File: config.mk
export PLATFORM = sky130hd
export DESIGN_NAME = led_color_grading_unit
export DESIGN_NICKNAME = d
export VERILOG_FILES = /design/src/rtl/lcg_pkg.sv /design/src/rtl/lcg_grade_pipe.sv /design/src/rtl/led_color_grading_unit.sv
export VERILOG_INCLUDE_DIRS = /design/src /design/src/rtl
export SDC_FILE = /design/constraint.sdc
export NUM_CORES = 1
export LEC_CHECK = 0
export ABC_AREA = 1
export CORE_UTILIZATION = 30
export DETAILED_ROUTE_END_ITERATION = 6
export DONT_BUFFER_PORTS = 1
export GPL_TIMING_DRIVEN = 0
export SLEW_MARGIN = 10
export SYNTH_ARGS = -nofsm -noshare
export SYNTH_HDL_FRONTEND = slang
export SYNTH_SLANG_ARGS = --single-unit
File: constraint.sdc
create_clock -name clk -period 11.5 [get_ports clk]
set_clock_uncertainty 0.2 [all_clocks]
set_input_delay 1.15 -clock clk [delete_from_list [all_inputs] [get_ports clk]]
set_output_delay 1.15 -clock clk [all_outputs]
set_load 0.02 [all_outputs]
File: src/rtl/led_color_grading_unit_macros.svh
// Assertion macros shared by the color grading RTL
`ifndef LED_COLOR_GRADING_UNIT_MACROS_SVH
`define LED_COLOR_GRADING_UNIT_MACROS_SVH

// same-cycle implication, disabled in reset
`define LCG_ASSERT_NOW(label, clk_s, rst_s, ante, cons, msg) \
  label: assert property (@(posedge clk_s) disable iff (rst_s) (ante) |-> (cons)) \
    else $error(msg);

// next-cycle implication, disabled in reset
`define LCG_ASSERT_NEXT(label, clk_s, rst_s, ante, cons, msg) \
  label: assert property (@(posedge clk_s) disable iff (rst_s) (ante) |=> (cons)) \
    else $error(msg);

`endif

File: src/rtl/lcg_pkg.sv
// Types, constants and helpers for the LED color grading unit
package lcg_pkg;

  localparam int NUM_STAGES = 3;
  localparam int ADDR_W     = 5;
  localparam int DATA_W     = 32;

  localparam logic [7:0] CHAN_MAX        = 8'd255;
  localparam logic [7:0] LIMIT_RESET     = 8'd255;
  localparam logic [9:0] DIV3_RECIP      = 10'd683;
  localparam int         DIV3_SHIFT      = 11;

  typedef enum logic [2:0] {
    REG_COLOR_CTRL_EN = 3'd0,
    REG_COMPRESS_EN   = 3'd1,
    REG_RED_OFFSET    = 3'd2,
    REG_GREEN_OFFSET  = 3'd3,
    REG_BLUE_OFFSET   = 3'd4,
    REG_LUMA_THRESH   = 3'd5,
    REG_LUMA_LIMIT    = 3'd6
  } reg_idx_t;

  typedef struct packed {
    logic [7:0] red_in;
    logic [7:0] green_in;
    logic [7:0] blue_in;
  } pixel_in_t;

  typedef struct packed {
    logic [7:0] red_out;
    logic [7:0] green_out;
    logic [7:0] blue_out;
  } pixel_out_t;

  typedef struct packed {
    logic              color_control_enable;
    logic              compression_enable;
    logic signed [8:0] red_offset;
    logic signed [8:0] green_offset;
    logic signed [8:0] blue_offset;
    logic [7:0]        luma_threshold;
    logic [7:0]        luma_limit;
  } cfg_t;

  typedef struct packed {
    logic [NUM_STAGES-1:0] stage_valid;
  } pipe_status_t;

  function automatic logic [7:0] add_clamp(input logic [7:0] chan,
                                           input logic signed [8:0] offset);
    logic signed [10:0] sum;
    sum = $signed({3'b000, chan}) + 11'(offset);
    if (sum < 0) begin
      return 8'd0;
    end else if (sum > $signed({3'b000, CHAN_MAX})) begin
      return CHAN_MAX;
    end
    return sum[7:0];
  endfunction

  function automatic logic [7:0] sub_floor(input logic [7:0] chan,
                                           input logic [7:0] excess);
    if (chan > excess) begin
      return chan - excess;
    end
    return 8'd0;
  endfunction

endpackage

File: src/rtl/lcg_grade_pipe.sv
// Three-stage grading datapath: offset clamp, luma, blank and limit
module lcg_grade_pipe (
  input  logic                  clk,
  input  logic                  rst,
  input  lcg_pkg::cfg_t         cfg,
  input  logic                  pixel_valid,
  output logic                  pixel_ready,
  input  lcg_pkg::pixel_in_t    pixel,
  output logic                  graded_valid,
  input  logic                  graded_ready,
  output lcg_pkg::pixel_out_t   graded,
  output lcg_pkg::pipe_status_t status
);

  logic adv0, adv1, adv2;
  logic v0, v1, v2;

  logic [7:0] r0, g0, b0;
  logic [7:0] r1, g1, b1;
  logic [7:0] luma1;

  logic [9:0]  sum_plus;
  logic [19:0] prod;
  logic        blank;
  logic        over;
  logic [7:0]  excess;
  logic [7:0]  r_blk, g_blk, b_blk;
  lcg_pkg::pixel_out_t graded_next;

  assign adv2        = !v2 || graded_ready;
  assign adv1        = !v1 || adv2;
  assign adv0        = !v0 || adv1;
  assign pixel_ready = adv0;

  always_ff @(posedge clk) begin
    if (rst) begin
      v0 <= 1'b0;
      v1 <= 1'b0;
      v2 <= 1'b0;
    end else begin
      if (adv0) v0 <= pixel_valid;
      if (adv1) v1 <= v0;
      if (adv2) v2 <= v1;
    end
  end

  // stage 0: offsets
  always_ff @(posedge clk) begin
    if (adv0) begin
      if (cfg.color_control_enable) begin
        r0 <= lcg_pkg::add_clamp(pixel.red_in, cfg.red_offset);
        g0 <= lcg_pkg::add_clamp(pixel.green_in, cfg.green_offset);
        b0 <= lcg_pkg::add_clamp(pixel.blue_in, cfg.blue_offset);
      end else begin
        r0 <= pixel.red_in;
        g0 <= pixel.green_in;
        b0 <= pixel.blue_in;
      end
    end
  end

  // stage 1: luma = floor((sum + 1) / 3) by reciprocal multiply
  assign sum_plus = 10'(r0) + 10'(g0) + 10'(b0) + 10'd1;
  assign prod     = 20'(sum_plus) * 20'(lcg_pkg::DIV3_RECIP);

  always_ff @(posedge clk) begin
    if (adv1) begin
      r1    <= r0;
      g1    <= g0;
      b1    <= b0;
      luma1 <= prod[lcg_pkg::DIV3_SHIFT +: 8];
    end
  end

  // stage 2: blank and limit
  assign blank  = cfg.compression_enable && (luma1 < cfg.luma_threshold);
  assign over   = cfg.compression_enable && (luma1 > cfg.luma_limit);
  assign excess = luma1 - cfg.luma_limit;
  assign r_blk  = blank ? 8'd0 : r1;
  assign g_blk  = blank ? 8'd0 : g1;
  assign b_blk  = blank ? 8'd0 : b1;

  always_comb begin
    if (over) begin
      graded_next.red_out   = lcg_pkg::sub_floor(r_blk, excess);
      graded_next.green_out = lcg_pkg::sub_floor(g_blk, excess);
      graded_next.blue_out  = lcg_pkg::sub_floor(b_blk, excess);
    end else begin
      graded_next.red_out   = r_blk;
      graded_next.green_out = g_blk;
      graded_next.blue_out  = b_blk;
    end
  end

  always_ff @(posedge clk) begin
    if (adv2) begin
      graded <= graded_next;
    end
  end

  assign graded_valid       = v2;
  assign status.stage_valid = {v2, v1, v0};

endmodule

File: src/rtl/led_color_grading_unit.sv
// Top level of the LED color grading unit: register file and grading pipeline
//
// Usage: colors enter on the pixel channel (pixel_valid/pixel_ready, struct
// pixel) and graded colors leave on the graded channel (graded_valid/
// graded_ready, struct graded). A transfer happens when valid and ready are
// both high at a rising clock edge.
// Timing: an accepted color passes through the stage 0, 1 and 2 registers,
// and graded_valid is the valid bit of stage 2. One color
// is accepted every cycle while the receiver keeps up; the pipeline has three stages (offset clamp,
// luma multiply, blank/limit), each stage one register deep.
// When the receiver stalls, each stage holds its color and the pipeline
// keeps filling until all three stages are full; then pixel_ready drops.
// Nothing is dropped or repeated.
// Configuration registers live on an APB port: register i at byte address
// 4*i, written at the access cycle, pready always high. Write only while the
// pipeline is empty. Reset (rst, synchronous) empties the pipeline, clears
// both enables, offsets and threshold, and sets luma_limit to 255.
`include "led_color_grading_unit_macros.svh"

module led_color_grading_unit (
  input  logic                        clk,
  input  logic                        rst,
  input  logic                        psel,
  input  logic                        penable,
  input  logic                        pwrite,
  input  logic [lcg_pkg::ADDR_W-1:0]  paddr,
  input  logic [lcg_pkg::DATA_W-1:0]  pwdata,
  output logic [lcg_pkg::DATA_W-1:0]  prdata,
  output logic                        pready,
  input  logic                        pixel_valid,
  output logic                        pixel_ready,
  input  lcg_pkg::pixel_in_t          pixel,
  output logic                        graded_valid,
  input  logic                        graded_ready,
  output lcg_pkg::pixel_out_t         graded
);

  lcg_pkg::cfg_t         cfg;
  lcg_pkg::pipe_status_t status;
  lcg_pkg::reg_idx_t     reg_sel;
  logic                  wr_en;

  assign pready  = 1'b1;
  assign reg_sel = lcg_pkg::reg_idx_t'(paddr[4:2]);
  assign wr_en   = psel && penable && pwrite && pready;

  always_ff @(posedge clk) begin
    if (rst) begin
      cfg.color_control_enable <= 1'b0;
      cfg.compression_enable   <= 1'b0;
      cfg.red_offset           <= '0;
      cfg.green_offset         <= '0;
      cfg.blue_offset          <= '0;
      cfg.luma_threshold       <= '0;
      cfg.luma_limit           <= lcg_pkg::LIMIT_RESET;
    end else if (wr_en) begin
      unique case (reg_sel)
        lcg_pkg::REG_COLOR_CTRL_EN: cfg.color_control_enable <= pwdata[0];
        lcg_pkg::REG_COMPRESS_EN:   cfg.compression_enable   <= pwdata[0];
        lcg_pkg::REG_RED_OFFSET:    cfg.red_offset           <= pwdata[8:0];
        lcg_pkg::REG_GREEN_OFFSET:  cfg.green_offset         <= pwdata[8:0];
        lcg_pkg::REG_BLUE_OFFSET:   cfg.blue_offset          <= pwdata[8:0];
        lcg_pkg::REG_LUMA_THRESH:   cfg.luma_threshold       <= pwdata[7:0];
        lcg_pkg::REG_LUMA_LIMIT:    cfg.luma_limit           <= pwdata[7:0];
        default: ;
      endcase
    end
  end

  always_comb begin
    unique case (reg_sel)
      lcg_pkg::REG_COLOR_CTRL_EN: prdata = 32'(cfg.color_control_enable);
      lcg_pkg::REG_COMPRESS_EN:   prdata = 32'(cfg.compression_enable);
      lcg_pkg::REG_RED_OFFSET:    prdata = 32'(cfg.red_offset);
      lcg_pkg::REG_GREEN_OFFSET:  prdata = 32'(cfg.green_offset);
      lcg_pkg::REG_BLUE_OFFSET:   prdata = 32'(cfg.blue_offset);
      lcg_pkg::REG_LUMA_THRESH:   prdata = 32'(cfg.luma_threshold);
      lcg_pkg::REG_LUMA_LIMIT:    prdata = 32'(cfg.luma_limit);
      default:                    prdata = '0;
    endcase
  end

  lcg_grade_pipe u_pipe (
    .clk          (clk),
    .rst          (rst),
    .cfg          (cfg),
    .pixel_valid  (pixel_valid),
    .pixel_ready  (pixel_ready),
    .pixel        (pixel),
    .graded_valid (graded_valid),
    .graded_ready (graded_ready),
    .graded       (graded),
    .status       (status)
  );

  `LCG_ASSERT_NOW(a_ready_only_when_full, clk, rst, !pixel_ready, &status.stage_valid, "stage free")
  `LCG_ASSERT_NEXT(a_accept_fills_stage0, clk, rst, pixel_valid && pixel_ready, status.stage_valid[0], "not captured")
  `LCG_ASSERT_NEXT(a_stall_holds_last, clk, rst, graded_valid && !graded_ready, status.stage_valid[lcg_pkg::NUM_STAGES-1], "lost")

endmodule

; After elaboration in Yosys (flattened, before gate mapping)
; Index checks and enable logic that the tools add are counted.
[totals]
register_bits = 128
input_bits = 68
output_inout_bits = 59
wordCells = 107
[classes]
add_sub_neg = 10
multipliers = 1
order_cmp = 11
eq_ne = 6
n_mux = 41
n_reduce_logical = 18
[op_table]
columns = operator, count
row1 = $pmux W32 S7, 1
row2 = $mux W8, 21
row3 = $gt A8 B8 Y1, 4
row4 = $sub A8 B8 Y8, 4
row5 = $add A9 B9 Y10, 3
row6 = $gt A10 B9 Y1 const B, 3
row7 = $lt A10 B1 Y1 const B, 3
row8 = $mux W24, 1
row9 = $mul A10 B10 Y19 const B, 1
row10 = $mux W1, 18
row11 = $reduce_and A2 Y1, 7
row12 = $add A10 B1 Y10 const B, 1
row13 = $add A10 B8 Y10, 1
row14 = $add A8 B8 Y9, 1
row15 = $eq A3 B3 Y1 const B, 3
row16 = $lt A8 B8 Y1, 1
row17 = $eq A3 B2 Y1 const B, 2
row18 = $logic_and A1 B1 Y1, 4
row19 = $eq A3 B1 Y1 const B, 1
row20 = $logic_not A1 Y1, 3
row21 = $logic_not A3 Y1, 1
row22 = $logic_or A1 B1 Y1, 3

; Longest topological paths before layout
; Gate-level depths: netlist of run 1.
[logic_depth]
word_depth = 8
ltp_mapped = 34
depth_no_buf = 34

; By module
; A second synthesis of run 1 with hierarchy kept.
[unflattened]
hier_cells = 1570
hier_area_um2 = 11526.1
[by_module_without_submodules]
columns = module, instances, cells_each, area_per_inst_um2, seq_area_each_um2
row1 = lcg_grade_pipe, 1, 1194, 9029.9, 2462.4
row2 = led_color_grading_unit, 1, 376, 2496.1, 900.9

; Worst setup path after synthesis of run 1
; Ideal clock, no wire load.
[synth_path]
kind = reg2reg
startpoint = register u_pipe.g0[0]
endpoint = register u_pipe.luma1[5], data pin
setup_time_ps = 260
arrival_time_ps = 5495
required_time_ps = 11040
slack_ps = 5545
path_stages_with_launch = 26
path_buffers = 0
period_less_slack_ps = 5955
path_cell_list = edfxtp_1 > ha_1 > inv_1 > fa_1 > nand3b_1 > nand3_1 > nand3_1 > nand2_1 > xor2_1 > ha_1 > inv_1 > nor3_1 > a211oi_1 > xor2_1 > inv_1 > ha_1 > ha_1 > fa_1 > fa_1 > fa_1 > ha_1 > a21oi_1 > o21ai_0 > a21oi_1 > nand2_1 > xor2_1
[synth_via]
elab_chain_cells = 4
[synth_lines]
columns = element, line
row1 = from (decl), lcg_grade_pipe.sv:18  ; logic [7:0] r0, g0, b0;
row2 = from (signal assigned), lcg_grade_pipe.sv:52  ; g0 <= lcg_pkg::add_clamp(pixel.green_in, cfg.green_offset);
row3 = from (signal assigned), lcg_grade_pipe.sv:56  ; g0 <= pixel.green_in;
row4 = $add A8 B8 Y9, lcg_grade_pipe.sv:63  ; assign sum_plus = 10'(r0) + 10'(g0) + 10'(b0) + 10'd1;
row5 = $add A10 B8 Y10, lcg_grade_pipe.sv:63
row6 = $add A10 B1 Y10, lcg_grade_pipe.sv:63
row7 = $mul A10 B10 Y19, lcg_grade_pipe.sv:64  ; assign prod = 20'(sum_plus) * 20'(lcg_pkg::DIV3_RECIP);
row8 = named net u_pipe.prod[16], lcg_grade_pipe.sv:23  ; logic [19:0] prod;
row9 = to (signal assigned), lcg_grade_pipe.sv:71  ; luma1 <= prod[lcg_pkg::DIV3_SHIFT +: 8];
row10 = to (decl), lcg_grade_pipe.sv:20  ; logic [7:0] luma1;
; The timed path passes the listed nets, and every way through them passes these cells.
; A chain may end at the register's enable or synchronous reset.

; Worst setup path after layout of run 1
[layout_path]
startpoint = register u_pipe.g0[0]
endpoint = register u_pipe.luma1[6], data pin
; The elaborated chain is that of the path after synthesis.

==> results.sh, run 1 <==
export IMPL_port_buffers=0
export IMPL_max_slew_margin_pct=19.6
export IMPL_reg2reg_from="u_pipe.g0[0]$_DFFE_PP_"
export IMPL_synth_flop_cell="edfxtp_1"
export IMPL_crit_type="reg2reg"
export IMPL_routed_via_density=4.78
export IMPL_synth_area_um2=11000
export IMPL_drv_cap=0
export IMPL_tritoncts="yes"
export IMPL_netlist_top_cells_area="edfxtp_1 (22%), ha_1 (16%), nand2_1 (14%)"
export IMPL_synth_top_family_by_area="simple AND/OR/NAND/NOR gates"
export IMPL_fin_crit_ps=6740
export IMPL_worst_pin_slew_ps=1200
export IMPL_reg2reg_to="u_pipe.luma1[6]$_DFFE_PP_"
export IMPL_clkLatencyLatePin_ps=430
export IMPL_path_max_fanout=5
export IMPL_grt_overflow_total=0
export IMPL_post_route_drc_count=0
export IMPL_hpwl_um=24200
export IMPL_globalRouteTotalUtil_pct=15.8
export IMPL_grt_pass1_vias=8855
export IMPL_syn_instance_count=1461
export IMPL_syn_num_nets=1695
export IMPL_finalCritPeriodShare_pct=58.6
export IMPL_fillers=3762
export IMPL_hold_viol=0
export IMPL_rsz0062_at_grt="false"
export IMPL_start_util_pct=30.8
export IMPL_routedWlPerCell_um=14.9
export IMPL_hold_buffers=0
export IMPL_synth_simple_area_share_pct=25.5
export IMPL_synth_edf_count=80
export IMPL_core_area_um2=35800
export IMPL_r2r_setup_slack_ps=4760
export IMPL_yosys_warnings=0
export IMPL_postRouteAntennaNets=0
export IMPL_io_pins=127
export IMPL_hold_path_endpoint="u_pipe.r1[7]$_DFFE_PP_"
export IMPL_clockRootBuffer="clkbuf_16"
export IMPL_cts_resized_gates=0
export IMPL_synth_top_area_cell="edfxtp_1"
export IMPL_area_delta_synth_final_pct=10.6
export IMPL_fp_dieArea_um2=37500
export IMPL_vias=9345
export IMPL_h_tree_depth=4
export IMPL_rows=69
export IMPL_first_iter_violations=742
export IMPL_path_clk_slew_ps=60
export IMPL_drtPass1Iterations=7
export IMPL_synth_cell_types=44
export IMPL_avgSynthCellArea_um2=7.54
export IMPL_synthAdderAreaFrac_pct=20.8
export IMPL_ys_ff_latch=128
export IMPL_tns_ps=0
export IMPL_hold_depth=0
export IMPL_die_width_um=194
export IMPL_outcome="finished clean"
export IMPL_yosysTopAreaCellShare_pct=21.8
export IMPL_final_max_slew_viol_count=0
export IMPL_synthMuxAreaShare_pct=0
export IMPL_yosysSeqAreaShare_pct=30.5
export IMPL_worstSetupStartpointType="flip-flop"
export IMPL_hold_class="reg2reg"
export IMPL_synthArstFlopShare_pct=0
export IMPL_nNetsFinal=1715
export IMPL_antenna_found_initial=0
export IMPL_crit_arrival_ps=6720
export IMPL_wl_um=29000
export IMPL_die_h_um=194
export IMPL_grt_max_degree=33
export IMPL_r2r_cells=26
export IMPL_post_cts_setup_buffers=0
export IMPL_synth_compound_area_share_pct=10.2
export IMPL_cp_data_required_time_ps=11480
export IMPL_place_congestion=0.909
export IMPL_drive_gt1_share_pct=5.96
export IMPL_finalSetupViolations=0
export IMPL_clk_path_buf_depth=2
export IMPL_numCtsBuffers=17
export IMPL_synthXorXnorAreaFrac_pct=3.18
export IMPL_max_freq_ghz=0.148
export IMPL_cts_sinks=128
export IMPL_end_kind="flip-flop"
export IMPL_min_delay_start="u_pipe.r0[7]$_DFFE_PP_"
export IMPL_grt_pass1_wl_um=46900
export IMPL_antenna_cells=0
[cells in the mapped netlist (2+ instances only)]
| library cell | instances |
|---|---|
| a31oi_1 | 2 |
| a21oi_1 | 104 |
| nor3_1 | 5 |
| ha_1 | 137 |
| nand3_1 | 94 |
| buf_1 | 2 |
| nor2_2 | 4 |
| o21ai_1 | 2 |
| buf_2 | 4 |
| xnor2_1 | 21 |
| or2_2 | 7 |
| dfxtp_1 | 48 |
| nand3_2 | 2 |
| o21a_1 | 3 |
| inv_1 | 207 |
| or3_1 | 2 |
| buf_4 | 24 |
| a21o_1 | 5 |
| a22oi_1 | 7 |
| o21bai_1 | 4 |
| clkbuf_1 | 9 |
| a211oi_1 | 2 |
| edfxtp_1 | 80 |
| xor2_1 | 19 |
| inv_2 | 6 |
| buf_6 | 3 |
| o211ai_1 | 2 |
| o21ai_0 | 64 |
| nand2_1 | 409 |
| nor2_1 | 106 |
| nor2_4 | 3 |
| nand4_1 | 20 |
| fa_1 | 29 |
| o2111ai_1 | 8 |
| nand3b_1 | 8 |
[sequential cells by signal (all words and copies together) (netlist names), 8 cells and up]
| name | flops |
|---|---|
| cfg | 45 |
| u_pipe.g0 | 8 |
| u_pipe.luma1 | 8 |
| u_pipe.r0 | 8 |
| u_pipe.g1 | 8 |
| u_pipe.b0 | 8 |
| u_pipe.b1 | 8 |
| u_pipe.r1 | 8 |
| u_pipe.graded | 24 |
[metal layers]
layer	vias up	track usage, %	wire length [um]
met5	-	0	0
met1	4225	21.1	13500
met4	0	4.59	517
met2	260	25.7	13000
met3	37	3.22	2000
li1	4823	-	-
[final cells by class]
cell class / instances / area [um^2] / area share [%]
Sequential cell: 128 / 3360 / 27.6
Tap cell: 461 / 577 / 4.73
Timing Repair Buffer: 1 / 11.3 / 0.0924
Inverter: 214 / 803 / 6.59
Clock inverter: 13 / 141 / 1.16
Multi-Input combinational cell: 1077 / 6580 / 54.0
Buffer: 42 / 275 / 2.26
Clock buffer: 18 / 429 / 3.52
[cell families (layout without fill, tap and decap cells)]
| family | count (synthesis) | in the layout |
|---|---|---|
| XOR/XNOR | 40 | 40 |
| buffers and inverters | 256 | 288 |
| other | 1 | 1 |
| adder cells (fa/ha/maj) | 166 | 166 |
| AND/OR/NAND/NOR | 665 | 665 |
| flip-flops | 128 | 128 |
| AO/OA/AOI/OAI | 205 | 205 |
[critical path, cell delays in order (launching register included)]
cell and delay, ps:
edfxtp_1 390, ha_1 180, inv_1 60, fa_1 400, nand3b_1 170, nand3_1 130
nand3_1 80, nand2_1 80, xor2_1 220, ha_1 330, inv_1 100, nor3_1 60
a211oi_1 300, xor2_1 410, inv_1 130, ha_1 300, ha_1 330, fa_1 470
fa_1 510, fa_1 410, ha_1 330, a21oi_1 330, o21ai_0 210, a21oi_1 200
nand2_1 70, nand2_1 50, nand2_1 60
[how the worst max path moves through the flow]
| stage | slack, ps | from | cells after the start | end |
|---|---|---|---|---|
| 6_report | 4760 | u_pipe.g0[0]$_DFFE_PP_ | 26 | u_pipe.luma1[6]$_DFFE_PP_ |
| 5_1_grt | 4040 | u_pipe.g0[0]$_DFFE_PP_ | 26 | u_pipe.luma1[6]$_DFFE_PP_ |
| 4_1_cts | 4680 | u_pipe.g0[0]$_DFFE_PP_ | 26 | u_pipe.luma1[6]$_DFFE_PP_ |
| 3_5_place_dp | 4700 | u_pipe.g0[0]$_DFFE_PP_ | 26 | u_pipe.luma1[6]$_DFFE_PP_ |
| 3_3_place_gp | 4780 | u_pipe.g0[0]$_DFFE_PP_ | 31 | u_pipe.luma1[7]$_DFFE_PP_ |
| 2_1_floorplan | 5550 | u_pipe.g0[0]$_DFFE_PP_ | 25 | u_pipe.luma1[5]$_DFFE_PP_ |
[cell usage in the layout, fill, tap and decap left out, types with 5 or more instances in the layout]
| cell type | count |
|---|---|
| a21o_1 | 5 |
| a21oi_1 | 104 |
| a22oi_1 | 7 |
| buf_4 | 24 |
| clkbuf_1 | 10 |
| clkbuf_16 | 17 |
| dfxtp_1 | 48 |
| edfxtp_1 | 80 |
| fa_1 | 29 |
| ha_1 | 137 |
| inv_1 | 206 |
| inv_2 | 6 |
| nand2_1 | 409 |
| nand3_1 | 94 |
| nand3b_1 | 8 |
| nand4_1 | 20 |
| nor2_1 | 106 |
| nor3_1 | 5 |
| o2111ai_1 | 8 |
| o21ai_0 | 64 |
| or2_2 | 7 |
| xnor2_1 | 21 |
| xor2_1 | 19 |
[metrics by stage]
step	utilization (%)	cells	hold slack (ps)	area, um^2	setup slack, ps
global route	34.0	1954	285	12200	4040
detailed placement	32.4	1923	257	11600	4700
floorplan	-	1461	226	11000	5550
CTS	34.0	1954	271	12200	4680
global placement	32.4	1922	246	11600	4780
finish	34.0	1954	265	12200	4760
Power of run 1 is not shown: default switching activity piles up to over one toggle a cycle in this logic, so the estimate is an artifact.
==> run 2: changes to the inputs <==
Clock period 11.5 ns to 5.55 ns, I/O delays scaled along.
==> run 2 against run 1 <==
Compared with the run above:
- register-to-register slack got worse by 5100 ps
- global-route usage increased by 0.56 points
- fmax increased by 14%
- setup slack got worse by 5100 ps
- cell count increased by 1.8%
- the run now ends with negative setup slack left
- core utilization increased by 3.3 points
==> results.sh, run 2 (same netlist as run 1, synthesis figures left out) <==
export IMPL_cpMostUsedCell="nand2_1"
export IMPL_nNetsFinal=1750
export IMPL_cpPeakStageDelay_ps=570
export IMPL_drtPass1Iterations=6
export IMPL_post_route_drc_count=0
export IMPL_io_pins=127
export IMPL_grt_pass1_vias=9165
export IMPL_worstSetupStartpointType="flip-flop"
export IMPL_instances_no_fill=1990
export IMPL_reg2reg_to="u_pipe.luma1[7]$_DFFE_PP_"
export IMPL_layout_common_cells="nand2_1 (385), inv_1 (190), ha_1 (105)"
export IMPL_wl_um=31000
export IMPL_largest_reg_flops=45
export IMPL_fillers=3633
export IMPL_globalRouteTotalUtil_pct=16.4
export IMPL_end_kind="flip-flop"
export IMPL_cp_data_required_time_ps=5540
export IMPL_post_route_util_pct=37.3
export IMPL_postRouteAntennaNets=0
export IMPL_drv_cap=0
export IMPL_crit_type="reg2reg"
export IMPL_finalCritPeriodShare_pct=107
export IMPL_reg2reg_from="u_pipe.r0[0]$_DFFE_PP_"
export IMPL_r2r_cells=29
export IMPL_rows=69
export IMPL_hpwl_um=24700
export IMPL_fin_crit_ps=5930
export IMPL_hold_viol=0
export IMPL_clockRootBuffer="clkbuf_16"
export IMPL_layout_setup_ws_ps=-384
export IMPL_top_register="cfg"
export IMPL_hold_class="in2reg"
export IMPL_place_congestion=0.906
export IMPL_antenna_found_initial=0
export IMPL_first_iter_violations=713
export IMPL_violations="negative setup slack"
export IMPL_grt_overflow_total=0
export IMPL_dp_cells=1923
export IMPL_max_slew_margin_pct=24.0
export IMPL_crit_arrival_ps=5920
export IMPL_die_width_um=194
export IMPL_drive_gt1_share_pct=16.0
export IMPL_routedWlPerCell_um=15.6
export IMPL_routed_via_density=4.89
export IMPL_slowest_stage="fa_1"
export IMPL_clkLatencyLatePin_ps=430
export IMPL_path_clk_slew_ps=60
export IMPL_numCtsBuffers=17
export IMPL_crit_start="u_pipe.r0[0]$_DFFE_PP_"
export IMPL_path_max_fanout=3
export IMPL_outcome="finished, violations left"
export IMPL_antenna_cells=0
export IMPL_min_delay_start="rst"
export IMPL_rsz0062_at_grt="true"
export IMPL_port_buffers=0
export IMPL_cts_sinks=128
export IMPL_mostFrequentLayoutCell="nand2_1"
export IMPL_die_h_um=194
export IMPL_crit_end="u_pipe.luma1[7]$_DFFE_PP_"
export IMPL_max_freq_ghz=0.169
export IMPL_fp_dieArea_um2=37500
export IMPL_area_delta_synth_final_pct=21.3
export IMPL_grt_pass1_wl_um=48500
export IMPL_core_area_um2=35800
export IMPL_tritoncts="yes"
export IMPL_final_max_slew_viol_count=0
export IMPL_clk_path_buf_depth=2
export IMPL_vias=9738
export IMPL_grt_max_degree=33
export IMPL_top_regs="cfg x45, u_pipe.graded x24"
export IMPL_h_tree_depth=4
export IMPL_start_util_pct=30.8
export IMPL_hold_buffers=0
export IMPL_worst_pin_slew_ps=1140
export IMPL_r2r_setup_slack_ps=-380
export IMPL_finalSetupViolations=8
[run 2: cell types whose count changed in the layout (fill, tap and decap cells not counted), moves of 24 or more]
| cell | delta |
|---|---|
| nand2_1 | -24 |
| ha_4 | +28 |
| buf_4 | +32 |
| ha_1 | -32 |
[run 2: how the worst min path moves through the flow]
stage / to / cells past startpoint
detailed placement: u_pipe.b1[7]$_DFFE_PP_ / 0
floorplan: u_pipe.b1[0]$_DFFE_PP_ / 0
global route: cfg[7]$_SDFFE_PP1P_ / 2
global placement: u_pipe.b1[7]$_DFFE_PP_ / 0
finish: cfg[7]$_SDFFE_PP1P_ / 2
CTS: cfg[7]$_SDFFE_PP1P_ / 2
[run 2: cell type report]
class | count | area (um^2) | area share, %
sequential | 128 | 3360 | 25.2
buffer | 42 | 275 | 2.06
clock buffer | 18 | 439 | 3.29
clock inverter | 14 | 213 | 1.59
multi-input combinational | 1077 | 7400 | 55.4
inverter | 214 | 808 | 6.05
timing repair buffer | 36 | 285 | 2.13
tap | 461 | 577 | 4.32
[run 2: layer usage]
layer	routed length, um	GRT usage (%)	up-vias
met5	0	0	-
met4	648	4.50	0
met3	2450	4.21	43
met2	14400	27.2	337
met1	13500	20.9	4464
li1	-	-	4894
[run 2: worst max-delay path: cells and delay by family (launching register included)]
| kind | cells | cell delay [ps] |
|---|---|---|
| buf+inv | 6 | 480 |
| compound gates | 1 | 190 |
| flops | 1 | 360 |
| simple gates | 11 | 960 |
| fa+ha+maj | 9 | 3080 |
| xor+xnor | 2 | 380 |
[run 2: stage by stage]
| step | hold WS (ps) | instance area [um^2] | setup TNS (ps) | worst slack (ps) |
|---|---|---|---|---|
| after global placement | 247 | 11800 | -5330 | -767 |
| after CTS | 12.3 | 12900 | -2720 | -384 |
| after floorplan | 226 | 11200 | -306 | -85.7 |
| final | 27.6 | 13400 | -2630 | -384 |
| after global routing | 23.6 | 13400 | -4670 | -639 |
| after detailed placement | 252 | 11800 | -5680 | -788 |
[run 2: timing repair]
item | in CTS | in global routing
resized for setup | 66 | 73
endpoints found under the setup margin | 8 | 8
buffers inserted | 18 | 19
pin swaps | 31 | 54
Power of run 2 is left out for the same reason.
